[src/design/wsp_pkg.sv]
package wsp_pkg;

    // result status codes
    localparam logic [2:0] ST_PCM          = 3'd0;
    localparam logic [2:0] ST_COMPLETE     = 3'd1;
    localparam logic [2:0] ST_NOT_RIFF     = 3'd2;
    localparam logic [2:0] ST_BAD_FORMAT   = 3'd3;
    localparam logic [2:0] ST_DATA_NO_FMT  = 3'd4;
    localparam logic [2:0] ST_DATA_ALIGN   = 3'd5;
    localparam logic [2:0] ST_INCOMPLETE   = 3'd6;
    localparam logic [2:0] ST_RAW_ALIGN    = 3'd7;

    // input item kinds
    localparam logic KIND_BYTE = 1'b0;
    localparam logic KIND_EOS  = 1'b1;

    // chunk tags, little-endian byte order
    localparam logic [31:0] TAG_RIFF = 32'h4646_4952;
    localparam logic [31:0] TAG_WAVE = 32'h4556_4157;
    localparam logic [31:0] TAG_FMT  = 32'h2074_6D66;
    localparam logic [31:0] TAG_DATA = 32'h6174_6164;

    localparam logic [31:0] FMT_BODY_LEN = 32'd16;

    typedef enum logic [3:0] {
        PH_HEADER    = 4'd0,
        PH_CHUNK_HDR = 4'd1,
        PH_FMT       = 4'd2,
        PH_FMT_SKIP  = 4'd3,
        PH_SKIP      = 4'd4,
        PH_PAD       = 4'd5,
        PH_DATA      = 4'd6,
        PH_DONE_PEND = 4'd7,
        PH_HALT      = 4'd8
    } phase_t;

    typedef struct packed {
        logic       kind;
        logic [7:0] data_byte;
    } item_t;

    typedef struct packed {
        logic [2:0] status;
        logic [7:0] pcm_byte;
    } result_t;

    typedef struct packed {
        logic       check;
        logic [7:0] value;
    } fmt_rule_t;

    // expected fmt body: pcm, 2 channels, 48000 Hz, byte rate unchecked, align 4, 16 bits
    function automatic fmt_rule_t fmt_rule(input logic [3:0] idx);
        fmt_rule_t r;
        r.check = 1'b1;
        r.value = 8'h00;
        case (idx)
            4'd0:    r.value = 8'h01;
            4'd2:    r.value = 8'h02;
            4'd4:    r.value = 8'h80;
            4'd5:    r.value = 8'hBB;
            4'd8,
            4'd9,
            4'd10,
            4'd11:   r.check = 1'b0;
            4'd12:   r.value = 8'h04;
            4'd14:   r.value = 8'h10;
            default: r.value = 8'h00;
        endcase
        return r;
    endfunction

endpackage

[src/design/wav_stream_parser.sv]
// Streaming parser for RIFF/WAVE PCM files, one byte per transaction.
// Input channel: in_valid / in_stall with kind (0 file byte, 1 end of stream)
// and data_byte. Output channel: out_valid / out_stall with status and
// pcm_byte; each input item gives zero or one result.
// Config channel: cfg_valid / cfg_ready with raw_mode; cfg_ready is always
// high, and a write also rearms the parser. Write it only while idle.
// A result passes the input register, then the result register, before it
// is presented; a stalled output can hold it between the two.
// Throughput: one item per cycle while the output is not stalled, set by the
// combinational parse step between the two registers.
// A stalled output holds its result; the input register keeps taking the
// next item while the result register still waits, and stalls the input
// side only when both are full.
// Reset clears the handshake registers, selects header mode and puts the
// parser back to expecting the RIFF tag. After a final status given for a
// byte, bytes are ignored until an end-of-stream item rearms the parser.
module wav_stream_parser (
    input  logic       clk,
    input  logic       rst_n,
    input  logic       in_valid,
    output logic       in_stall,
    input  logic       kind,
    input  logic [7:0] data_byte,
    output logic       out_valid,
    input  logic       out_stall,
    output logic [2:0] status,
    output logic [7:0] pcm_byte,
    input  logic       cfg_valid,
    output logic       cfg_ready,
    input  logic       raw_mode
);

    wsp_pkg::item_t   in_item;
    wsp_pkg::item_t   item;
    wsp_pkg::result_t res;
    wsp_pkg::result_t out_res;
    logic             item_valid;
    logic             res_valid;
    logic             load_ok;
    logic             advance;

    assign cfg_ready         = 1'b1;
    assign in_item.kind      = kind;
    assign in_item.data_byte = data_byte;
    assign advance           = item_valid && load_ok;
    assign status            = out_res.status;
    assign pcm_byte          = out_res.pcm_byte;

    wsp_in_reg u_in_reg (
        .clk        (clk),
        .rst_n      (rst_n),
        .in_valid   (in_valid),
        .in_stall   (in_stall),
        .in_item    (in_item),
        .advance    (advance),
        .item_valid (item_valid),
        .item       (item)
    );

    wsp_parser u_parser (
        .clk          (clk),
        .rst_n        (rst_n),
        .cfg_write    (cfg_valid && cfg_ready),
        .cfg_raw_mode (raw_mode),
        .item         (item),
        .advance      (advance),
        .res_valid    (res_valid),
        .res          (res)
    );

    wsp_out_reg u_out_reg (
        .clk       (clk),
        .rst_n     (rst_n),
        .advance   (advance),
        .res_valid (res_valid),
        .res       (res),
        .load_ok   (load_ok),
        .out_valid (out_valid),
        .out_stall (out_stall),
        .out_res   (out_res)
    );

    // input side stalls only behind a full, stalled result register
    assert property (@(posedge clk) disable iff (!rst_n)
        in_stall |-> (out_valid && out_stall))
        else $error("input stalled while result register free");

    // an accepted transaction lands in the input register
    assert property (@(posedge clk) disable iff (!rst_n)
        (in_valid && !in_stall) |=> item_valid)
        else $error("accepted item lost");

    // a taken result with nothing behind it leaves the output empty
    assert property (@(posedge clk) disable iff (!rst_n)
        (out_valid && !out_stall && !item_valid) |=> !out_valid)
        else $error("result repeated");

    // only sample results carry a byte
    assert property (@(posedge clk) disable iff (!rst_n)
        (out_valid && status != wsp_pkg::ST_PCM) |-> (pcm_byte == 8'h00))
        else $error("status result carries a byte");

endmodule

[src/design/wsp_in_reg.sv]
module wsp_in_reg (
    input  logic           clk,
    input  logic           rst_n,
    input  logic           in_valid,
    output logic           in_stall,
    input  wsp_pkg::item_t in_item,
    input  logic           advance,
    output logic           item_valid,
    output wsp_pkg::item_t item
);

    logic           valid_reg;
    wsp_pkg::item_t item_reg;

    // hold the item while the stage ahead cannot take it
    assign in_stall   = valid_reg && !advance;
    assign item_valid = valid_reg;
    assign item       = item_reg;

    always_ff @(posedge clk or negedge rst_n)
    begin
        if (!rst_n)
        begin
            valid_reg <= 1'b0;
        end
        else if (!in_stall)
        begin
            valid_reg <= in_valid;
        end
    end

    // payload, no reset
    always_ff @(posedge clk)
    begin
        if (!in_stall && in_valid)
        begin
            item_reg <= in_item;
        end
    end

endmodule

[src/design/wsp_parser.sv]
module wsp_parser (
    input  logic             clk,
    input  logic             rst_n,
    input  logic             cfg_write,
    input  logic             cfg_raw_mode,
    input  wsp_pkg::item_t   item,
    input  logic             advance,
    output logic             res_valid,
    output wsp_pkg::result_t res
);

    logic             raw_mode_reg;
    wsp_pkg::phase_t  phase_reg,       phase_next;
    logic [31:0]      chunk_tag_reg,   chunk_tag_next;
    logic [31:0]      chunk_length_reg, chunk_length_next;
    logic [31:0]      bytes_left_reg,  bytes_left_next;
    logic [3:0]       field_shift_reg, field_shift_next;
    logic             format_seen_reg, format_seen_next;
    logic             format_bad_reg,  format_bad_next;
    logic [1:0]       frame_phase_reg, frame_phase_next;

    logic [31:0]       tag_shift;
    logic [31:0]       len_shift;
    logic [31:0]       bytes_dec;
    logic [31:0]       fmt_extra;
    logic              bad_eff;
    wsp_pkg::fmt_rule_t rule;

    // state registers; a config write rearms everything
    always_ff @(posedge clk or negedge rst_n)
    begin
        if (!rst_n)
        begin
            raw_mode_reg     <= 1'b0;
            phase_reg        <= wsp_pkg::PH_HEADER;
            chunk_tag_reg    <= '0;
            chunk_length_reg <= '0;
            bytes_left_reg   <= '0;
            field_shift_reg  <= '0;
            format_seen_reg  <= 1'b0;
            format_bad_reg   <= 1'b0;
            frame_phase_reg  <= '0;
        end
        else if (cfg_write)
        begin
            raw_mode_reg     <= cfg_raw_mode;
            phase_reg        <= wsp_pkg::PH_HEADER;
            chunk_tag_reg    <= '0;
            chunk_length_reg <= '0;
            bytes_left_reg   <= '0;
            field_shift_reg  <= '0;
            format_seen_reg  <= 1'b0;
            format_bad_reg   <= 1'b0;
            frame_phase_reg  <= '0;
        end
        else if (advance)
        begin
            phase_reg        <= phase_next;
            chunk_tag_reg    <= chunk_tag_next;
            chunk_length_reg <= chunk_length_next;
            bytes_left_reg   <= bytes_left_next;
            field_shift_reg  <= field_shift_next;
            format_seen_reg  <= format_seen_next;
            format_bad_reg   <= format_bad_next;
            frame_phase_reg  <= frame_phase_next;
        end
    end

    // shared datapath pieces
    assign tag_shift = {item.data_byte, chunk_tag_reg[31:8]};
    assign len_shift = {item.data_byte, chunk_length_reg[31:8]};
    assign bytes_dec = bytes_left_reg - 32'd1;
    assign fmt_extra = chunk_length_reg - wsp_pkg::FMT_BODY_LEN;
    assign rule      = wsp_pkg::fmt_rule(field_shift_reg);

    // next state and result
    always_comb
    begin
        phase_next        = phase_reg;
        chunk_tag_next    = chunk_tag_reg;
        chunk_length_next = chunk_length_reg;
        bytes_left_next   = bytes_left_reg;
        field_shift_next  = field_shift_reg;
        format_seen_next  = format_seen_reg;
        format_bad_next   = format_bad_reg;
        frame_phase_next  = frame_phase_reg;
        res_valid         = 1'b0;
        res.status        = wsp_pkg::ST_PCM;
        res.pcm_byte      = 8'h00;
        bad_eff           = format_bad_reg;

        if (raw_mode_reg)
        begin
            if (item.kind == wsp_pkg::KIND_EOS)
            begin
                res_valid         = 1'b1;
                res.status        = (frame_phase_reg != 2'd0) ? wsp_pkg::ST_RAW_ALIGN
                                                              : wsp_pkg::ST_COMPLETE;
                phase_next        = wsp_pkg::PH_HEADER;
                chunk_tag_next    = '0;
                chunk_length_next = '0;
                bytes_left_next   = '0;
                field_shift_next  = '0;
                format_seen_next  = 1'b0;
                format_bad_next   = 1'b0;
                frame_phase_next  = '0;
            end
            else
            begin
                frame_phase_next = frame_phase_reg + 2'd1;
                res_valid        = 1'b1;
                res.pcm_byte     = item.data_byte;
            end
        end
        else if (item.kind == wsp_pkg::KIND_EOS)
        begin
            // end of stream: report unless already halted, then rearm
            if (phase_reg != wsp_pkg::PH_HALT)
            begin
                res_valid = 1'b1;
                case (phase_reg)
                    wsp_pkg::PH_HEADER:    res.status = wsp_pkg::ST_NOT_RIFF;
                    wsp_pkg::PH_DONE_PEND: res.status = wsp_pkg::ST_COMPLETE;
                    default:               res.status = wsp_pkg::ST_INCOMPLETE;
                endcase
            end
            phase_next        = wsp_pkg::PH_HEADER;
            chunk_tag_next    = '0;
            chunk_length_next = '0;
            bytes_left_next   = '0;
            field_shift_next  = '0;
            format_seen_next  = 1'b0;
            format_bad_next   = 1'b0;
            frame_phase_next  = '0;
        end
        else
        begin
            case (phase_reg)
                // riff size wave header, 12 bytes
                wsp_pkg::PH_HEADER:
                begin
                    chunk_tag_next   = tag_shift;
                    bad_eff          = format_bad_reg
                                     || (field_shift_reg == 4'd3 && tag_shift != wsp_pkg::TAG_RIFF)
                                     || (field_shift_reg == 4'd11 && tag_shift != wsp_pkg::TAG_WAVE);
                    format_bad_next  = bad_eff;
                    field_shift_next = field_shift_reg + 4'd1;
                    if (field_shift_reg == 4'd11)
                    begin
                        if (bad_eff)
                        begin
                            phase_next = wsp_pkg::PH_HALT;
                            res_valid  = 1'b1;
                            res.status = wsp_pkg::ST_NOT_RIFF;
                        end
                        else
                        begin
                            field_shift_next = '0;
                            phase_next       = wsp_pkg::PH_CHUNK_HDR;
                        end
                    end
                end

                // chunk tag and length, then dispatch on the tag
                wsp_pkg::PH_CHUNK_HDR:
                begin
                    if (field_shift_reg < 4'd4)
                    begin
                        chunk_tag_next = tag_shift;
                    end
                    else
                    begin
                        chunk_length_next = len_shift;
                    end
                    field_shift_next = field_shift_reg + 4'd1;
                    if (field_shift_reg == 4'd7)
                    begin
                        field_shift_next = '0;
                        if (chunk_tag_reg == wsp_pkg::TAG_FMT)
                        begin
                            if (len_shift[31:4] == 28'd0)
                            begin
                                phase_next = wsp_pkg::PH_HALT;
                                res_valid  = 1'b1;
                                res.status = wsp_pkg::ST_INCOMPLETE;
                            end
                            else
                            begin
                                format_bad_next = 1'b0;
                                phase_next      = wsp_pkg::PH_FMT;
                            end
                        end
                        else if (chunk_tag_reg == wsp_pkg::TAG_DATA)
                        begin
                            if (!format_seen_reg)
                            begin
                                phase_next = wsp_pkg::PH_HALT;
                                res_valid  = 1'b1;
                                res.status = wsp_pkg::ST_DATA_NO_FMT;
                            end
                            else if (len_shift[1:0] != 2'd0)
                            begin
                                phase_next = wsp_pkg::PH_HALT;
                                res_valid  = 1'b1;
                                res.status = wsp_pkg::ST_DATA_ALIGN;
                            end
                            else if (len_shift == 32'd0)
                            begin
                                phase_next = wsp_pkg::PH_HALT;
                                res_valid  = 1'b1;
                                res.status = wsp_pkg::ST_COMPLETE;
                            end
                            else
                            begin
                                bytes_left_next = len_shift;
                                phase_next      = wsp_pkg::PH_DATA;
                            end
                        end
                        else
                        begin
                            bytes_left_next = len_shift;
                            if (len_shift == 32'd0)
                            begin
                                phase_next = wsp_pkg::PH_CHUNK_HDR;
                            end
                            else
                            begin
                                phase_next = wsp_pkg::PH_SKIP;
                            end
                        end
                    end
                end

                // first 16 bytes of the fmt chunk
                wsp_pkg::PH_FMT:
                begin
                    bad_eff          = format_bad_reg
                                     || (rule.check && item.data_byte != rule.value);
                    format_bad_next  = bad_eff;
                    field_shift_next = field_shift_reg + 4'd1;
                    if (field_shift_reg == 4'd15)
                    begin
                        field_shift_next = '0;
                        bytes_left_next  = fmt_extra;
                        phase_next       = wsp_pkg::PH_FMT_SKIP;
                        if (fmt_extra == 32'd0)
                        begin
                            if (bad_eff)
                            begin
                                phase_next = wsp_pkg::PH_HALT;
                                res_valid  = 1'b1;
                                res.status = wsp_pkg::ST_BAD_FORMAT;
                            end
                            else
                            begin
                                format_seen_next = 1'b1;
                                phase_next       = chunk_length_reg[0] ? wsp_pkg::PH_PAD
                                                                       : wsp_pkg::PH_CHUNK_HDR;
                            end
                        end
                    end
                end

                // extra fmt bytes
                wsp_pkg::PH_FMT_SKIP:
                begin
                    bytes_left_next = bytes_dec;
                    if (bytes_dec == 32'd0)
                    begin
                        if (format_bad_reg)
                        begin
                            phase_next = wsp_pkg::PH_HALT;
                            res_valid  = 1'b1;
                            res.status = wsp_pkg::ST_BAD_FORMAT;
                        end
                        else
                        begin
                            format_seen_next = 1'b1;
                            field_shift_next = '0;
                            phase_next       = chunk_length_reg[0] ? wsp_pkg::PH_PAD
                                                                   : wsp_pkg::PH_CHUNK_HDR;
                        end
                    end
                end

                // unknown chunk body
                wsp_pkg::PH_SKIP:
                begin
                    bytes_left_next = bytes_dec;
                    if (bytes_dec == 32'd0)
                    begin
                        field_shift_next = '0;
                        phase_next       = chunk_length_reg[0] ? wsp_pkg::PH_PAD
                                                               : wsp_pkg::PH_CHUNK_HDR;
                    end
                end

                wsp_pkg::PH_PAD:
                begin
                    field_shift_next = '0;
                    phase_next       = wsp_pkg::PH_CHUNK_HDR;
                end

                // sample bytes pass out
                wsp_pkg::PH_DATA:
                begin
                    bytes_left_next = bytes_dec;
                    if (bytes_dec == 32'd0)
                    begin
                        phase_next = wsp_pkg::PH_DONE_PEND;
                    end
                    res_valid    = 1'b1;
                    res.pcm_byte = item.data_byte;
                end

                wsp_pkg::PH_DONE_PEND:
                begin
                    phase_next = wsp_pkg::PH_HALT;
                    res_valid  = 1'b1;
                    res.status = wsp_pkg::ST_COMPLETE;
                end

                default:
                begin
                    phase_next = phase_reg;
                end
            endcase
        end
    end

endmodule

[src/design/wsp_out_reg.sv]
module wsp_out_reg (
    input  logic             clk,
    input  logic             rst_n,
    input  logic             advance,
    input  logic             res_valid,
    input  wsp_pkg::result_t res,
    output logic             load_ok,
    output logic             out_valid,
    input  logic             out_stall,
    output wsp_pkg::result_t out_res
);

    logic             valid_reg;
    wsp_pkg::result_t res_reg;

    // register is free when empty or its transaction completes now
    assign load_ok   = !valid_reg || !out_stall;
    assign out_valid = valid_reg;
    assign out_res   = res_reg;

    always_ff @(posedge clk or negedge rst_n)
    begin
        if (!rst_n)
        begin
            valid_reg <= 1'b0;
        end
        else if (load_ok)
        begin
            valid_reg <= advance && res_valid;
        end
    end

    // payload, no reset
    always_ff @(posedge clk)
    begin
        if (load_ok && advance && res_valid)
        begin
            res_reg <= res;
        end
    end

endmodule
[config.mk]
export PLATFORM = sky130hd
export DESIGN_NAME = wav_stream_parser
export DESIGN_NICKNAME = d
export VERILOG_FILES = /design/src/design/wsp_pkg.sv /design/src/design/wav_stream_parser.sv /design/src/design/wsp_in_reg.sv /design/src/design/wsp_parser.sv /design/src/design/wsp_out_reg.sv
export SDC_FILE = /design/constraint.sdc
export NUM_CORES = 1
export LEC_CHECK = 0
export ABC_CLOCK_PERIOD_IN_PS = 5000
export BUFFER_PORTS_ARGS = -buffer_cell sky130_fd_sc_hd__buf_2
export CAP_MARGIN = 20
export CORE_UTILIZATION = 55
export CTS_CLUSTER_SIZE = 40
export DETAILED_ROUTE_END_ITERATION = 6
export PLACE_DENSITY_LB_ADDON = 0.05
export SLEW_MARGIN = 20
export SYNTH_ARGS = -nofsm -noshare
export SYNTH_HDL_FRONTEND = slang
export SYNTH_HIERARCHICAL = 1
export SYNTH_SLANG_ARGS = --single-unit
[constraint.sdc]
create_clock -name clk -period 5 [get_ports clk]
set_input_delay 0.5 -clock clk [delete_from_list [all_inputs] [get_ports clk]]
set_output_delay 0.5 -clock clk [all_outputs]
set_load 0.05 [all_outputs]
==> impl_metrics.tcl <==
set metrics [dict create \
    maxSlewHeadroom_pct 41.1 \
    fmax_mhz 224 \
    critical-path-top-delay-family "simple AND/OR/NAND/NOR gates" \
    synth_area_per_cell_um2 8.19 \
    worst_pin_slew_ns 0.883 \
    fp.dieH_um 127 \
    routed_wl_um 25200 \
    critPathBufInv 1 \
    power_density_nw_per_um2 319 \
    post_cts.repair.setup_buffers 0 \
    diodes 0 \
    seq_area_um2 3380 \
    gp_congestion 0.930 \
    nets 1052 \
    ff2ff_path_depth 11 \
    fin_skew_ns 0.0130 \
    final_cell_area_um2 9370 \
    min-delay-path-class "in2async" \
    required_ns 5.13 \
    grt_pass1_vias 7188 \
    worstPathArrival_ns 4.59 \
    cp-end-kind "register" \
    synth_cells 1045 \
    row_count 45 \
    track_usage_pct 32.9 \
    ctsResizeCount 0 \
    multiInputGateArea_um2 4770 \
    overflow 0 \
    status "finished, final reports clean" \
    num_io_pins 29 \
    setup_viol 0 \
    synth_nets 1069 \
    rsz0062_at_grt "false" \
    coreArea_um2 15200 \
    drt_iter0_drc 1024 \
    drv_slew 0 \
    cts_sinks 131 \
    grt_max_degree 65 \
    hpwl_um 17400 \
    clk_path_buf_depth 2 \
    cpPeakStageDelay_ns 0.66 \
    cp-start-kind "register" \
    htreeDepth 4 \
    cts_buffers 17 \
    synthToLayoutAreaGrowth_pct 9.46 \
    die_w_um 127 \
    timing.final.crit_share_pct 89.2 \
    wire_per_inst_um 20.5 \
    crit_chain "or4_1, or4_1, o41a_1, nor4_1, nand4bb_1, o32ai_1, nor4_1, nor2_1, nand2_1, a21oi_1, buf_4" \
    clkLatencyLatePin_ns 0.43 \
    reg2reg_to "u_out_reg/out_res[6]$_DFFE_PP_" \
    cts-root-buf "clkbuf_16" \
    vias 7910 \
    synth_edf_count 20 \
    layout_commonest_cell "nand2_1" \
    worstReg2RegStart "u_parser/chunk_length_reg[12]$_DFFE_PN0P_" \
    synth_cell_types 83 \
    drc 0 \
    cap_violations 0 \
    tritoncts "built" \
    ys.flop_type "dfrtp_1" \
    clk_pin_slew_ns 0.06 \
    hold_buffers 0 \
    critPathLaunch "u_parser/chunk_length_reg[12]$_DFFE_PN0P_" \
    async_reset_ff_share_pct 84.7 \
    floorplan.initialDensity_pct 56.3 \
    syn_area_um2 8560 \
    vias_per_cell 6.44 \
    fin_cells 1229 \
    worst-r2r-setup-slack_ns 0.54 \
    placed_cells 1197 \
    worstSetupPathType "reg2reg" \
    antenna_found_initial 0 \
    fp.dieArea_um2 16100 \
    tns_ns 0 \
    synth_seq_cells 131 \
    hold_ws_ns 0.168 \
    portBuffers 27 \
    final_cell_mix "nand2_1 (187), dfrtp_1 (111), o21ai_0 (108)" \
    drive_above_1_share_pct 11.2 \
    hold_viol 0 \
    dpl_cell_area_um2 8750 \
    fillers 1343 \
    grt_pass1_wl_um 40500 \
    cp_max_fo 10 \
    yosysSeqAreaShare_pct 39.5 \
    yosys_warnings 6 \
    ant_nets 0 \
    cp_slowest_cell "or4_1" \
    vdd.ir_drop.worst_mv 0.250 \
    drt_first_pass_iters 6 \
    period_needed_ns 4.46 \
    p_leak_nw 3.91 \
]
worst max path at each step:
stage,endpoint,slack (ns),depth (start not counted)
final,u_out_reg/out_res[6]$_DFFE_PP_,0.54,11
after CTS,u_out_reg/out_res[4]$_DFFE_PP_,0.58,11
after floorplan,u_out_reg/out_res[0]$_DFFE_PP_,0.87,12
after detailed placement,u_out_reg/out_res[4]$_DFFE_PP_,0.62,11
after global routing,u_out_reg/out_res[6]$_DFFE_PP_,0.22,11
after global placement,u_out_reg/out_res[4]$_DFFE_PP_,0.65,11
Yosys cell counts (all sizes together), types with 12 or more instances:
| cell | number | area [um2] |
|---|---|---|
| nor2 | 78 | 293 |
| or4 | 14 | 109 |
| dfrtp | 111 | 2780 |
| nand2 | 187 | 702 |
| or3 | 15 | 93.8 |
| o21ai | 123 | 653 |
| clkbuf | 69 | 259 |
| nor3 | 38 | 200 |
| nand4 | 15 | 93.8 |
| o31ai | 30 | 253 |
| a221oi | 13 | 114 |
| nand3 | 24 | 120 |
| buf | 16 | 124 |
| a21oi | 39 | 195 |
| inv | 18 | 67.6 |
| and2 | 15 | 96.3 |
| a31oi | 12 | 75.1 |
| xnor2 | 16 | 140 |
| xor2 | 13 | 114 |
| nor4 | 20 | 138 |
| edfxtp | 20 | 601 |
per-layer routing:
layer / part of all wire [%] / GRT usage, % / vias to the layer above
li1: - / - / 3781
met1: 47 / 49.7 / 3755
met2: 42 / 45.9 / 334
met3: 8.6 / 7.84 / 40
met4: 2.1 / 11.0 / 0
met5: 0 / 0 / -
through the flow:
step	worst slack (ns)	utilization [%]	total power, mW
finish	0.542	61.6	2.99
global route	0.219	61.6	3.10
CTS	0.584	61.6	3.00
detailed placement	0.615	57.6	1.69
global placement	0.647	57.6	1.69
floorplan	0.875	-	1.56
kinds of logic after synthesis:
family | synth area share [%]
and+or+nand+nor | 27.6
DFF | 39.5
AOI/OAI and AO/OA | 22.6
xor gates and xnor gates | 2.97
other | 0.0438
adders and majority gates | 1.43
muxes | 0.643
buffers and inverters | 5.26
report_power, final:
group	switching, mW	internal (mW)	total (mW)
clock network	0.504	0.800	1.30
logic	0.337	0.152	0.489
registers	0.0621	1.13	1.19
total	0.903	2.08	2.99
final cells by class:
type                            count  area share (%)
Sequential cell                   131            36.1
Tap cell                          188            2.51
Multi-Input combinational cell    811            50.9
Inverter                           18           0.721
Clock inverter                     12            1.51
Timing Repair Buffer               49            3.23
Clock buffer                       20            5.10
No activity file was read; power rests on OpenSTA's default activity.
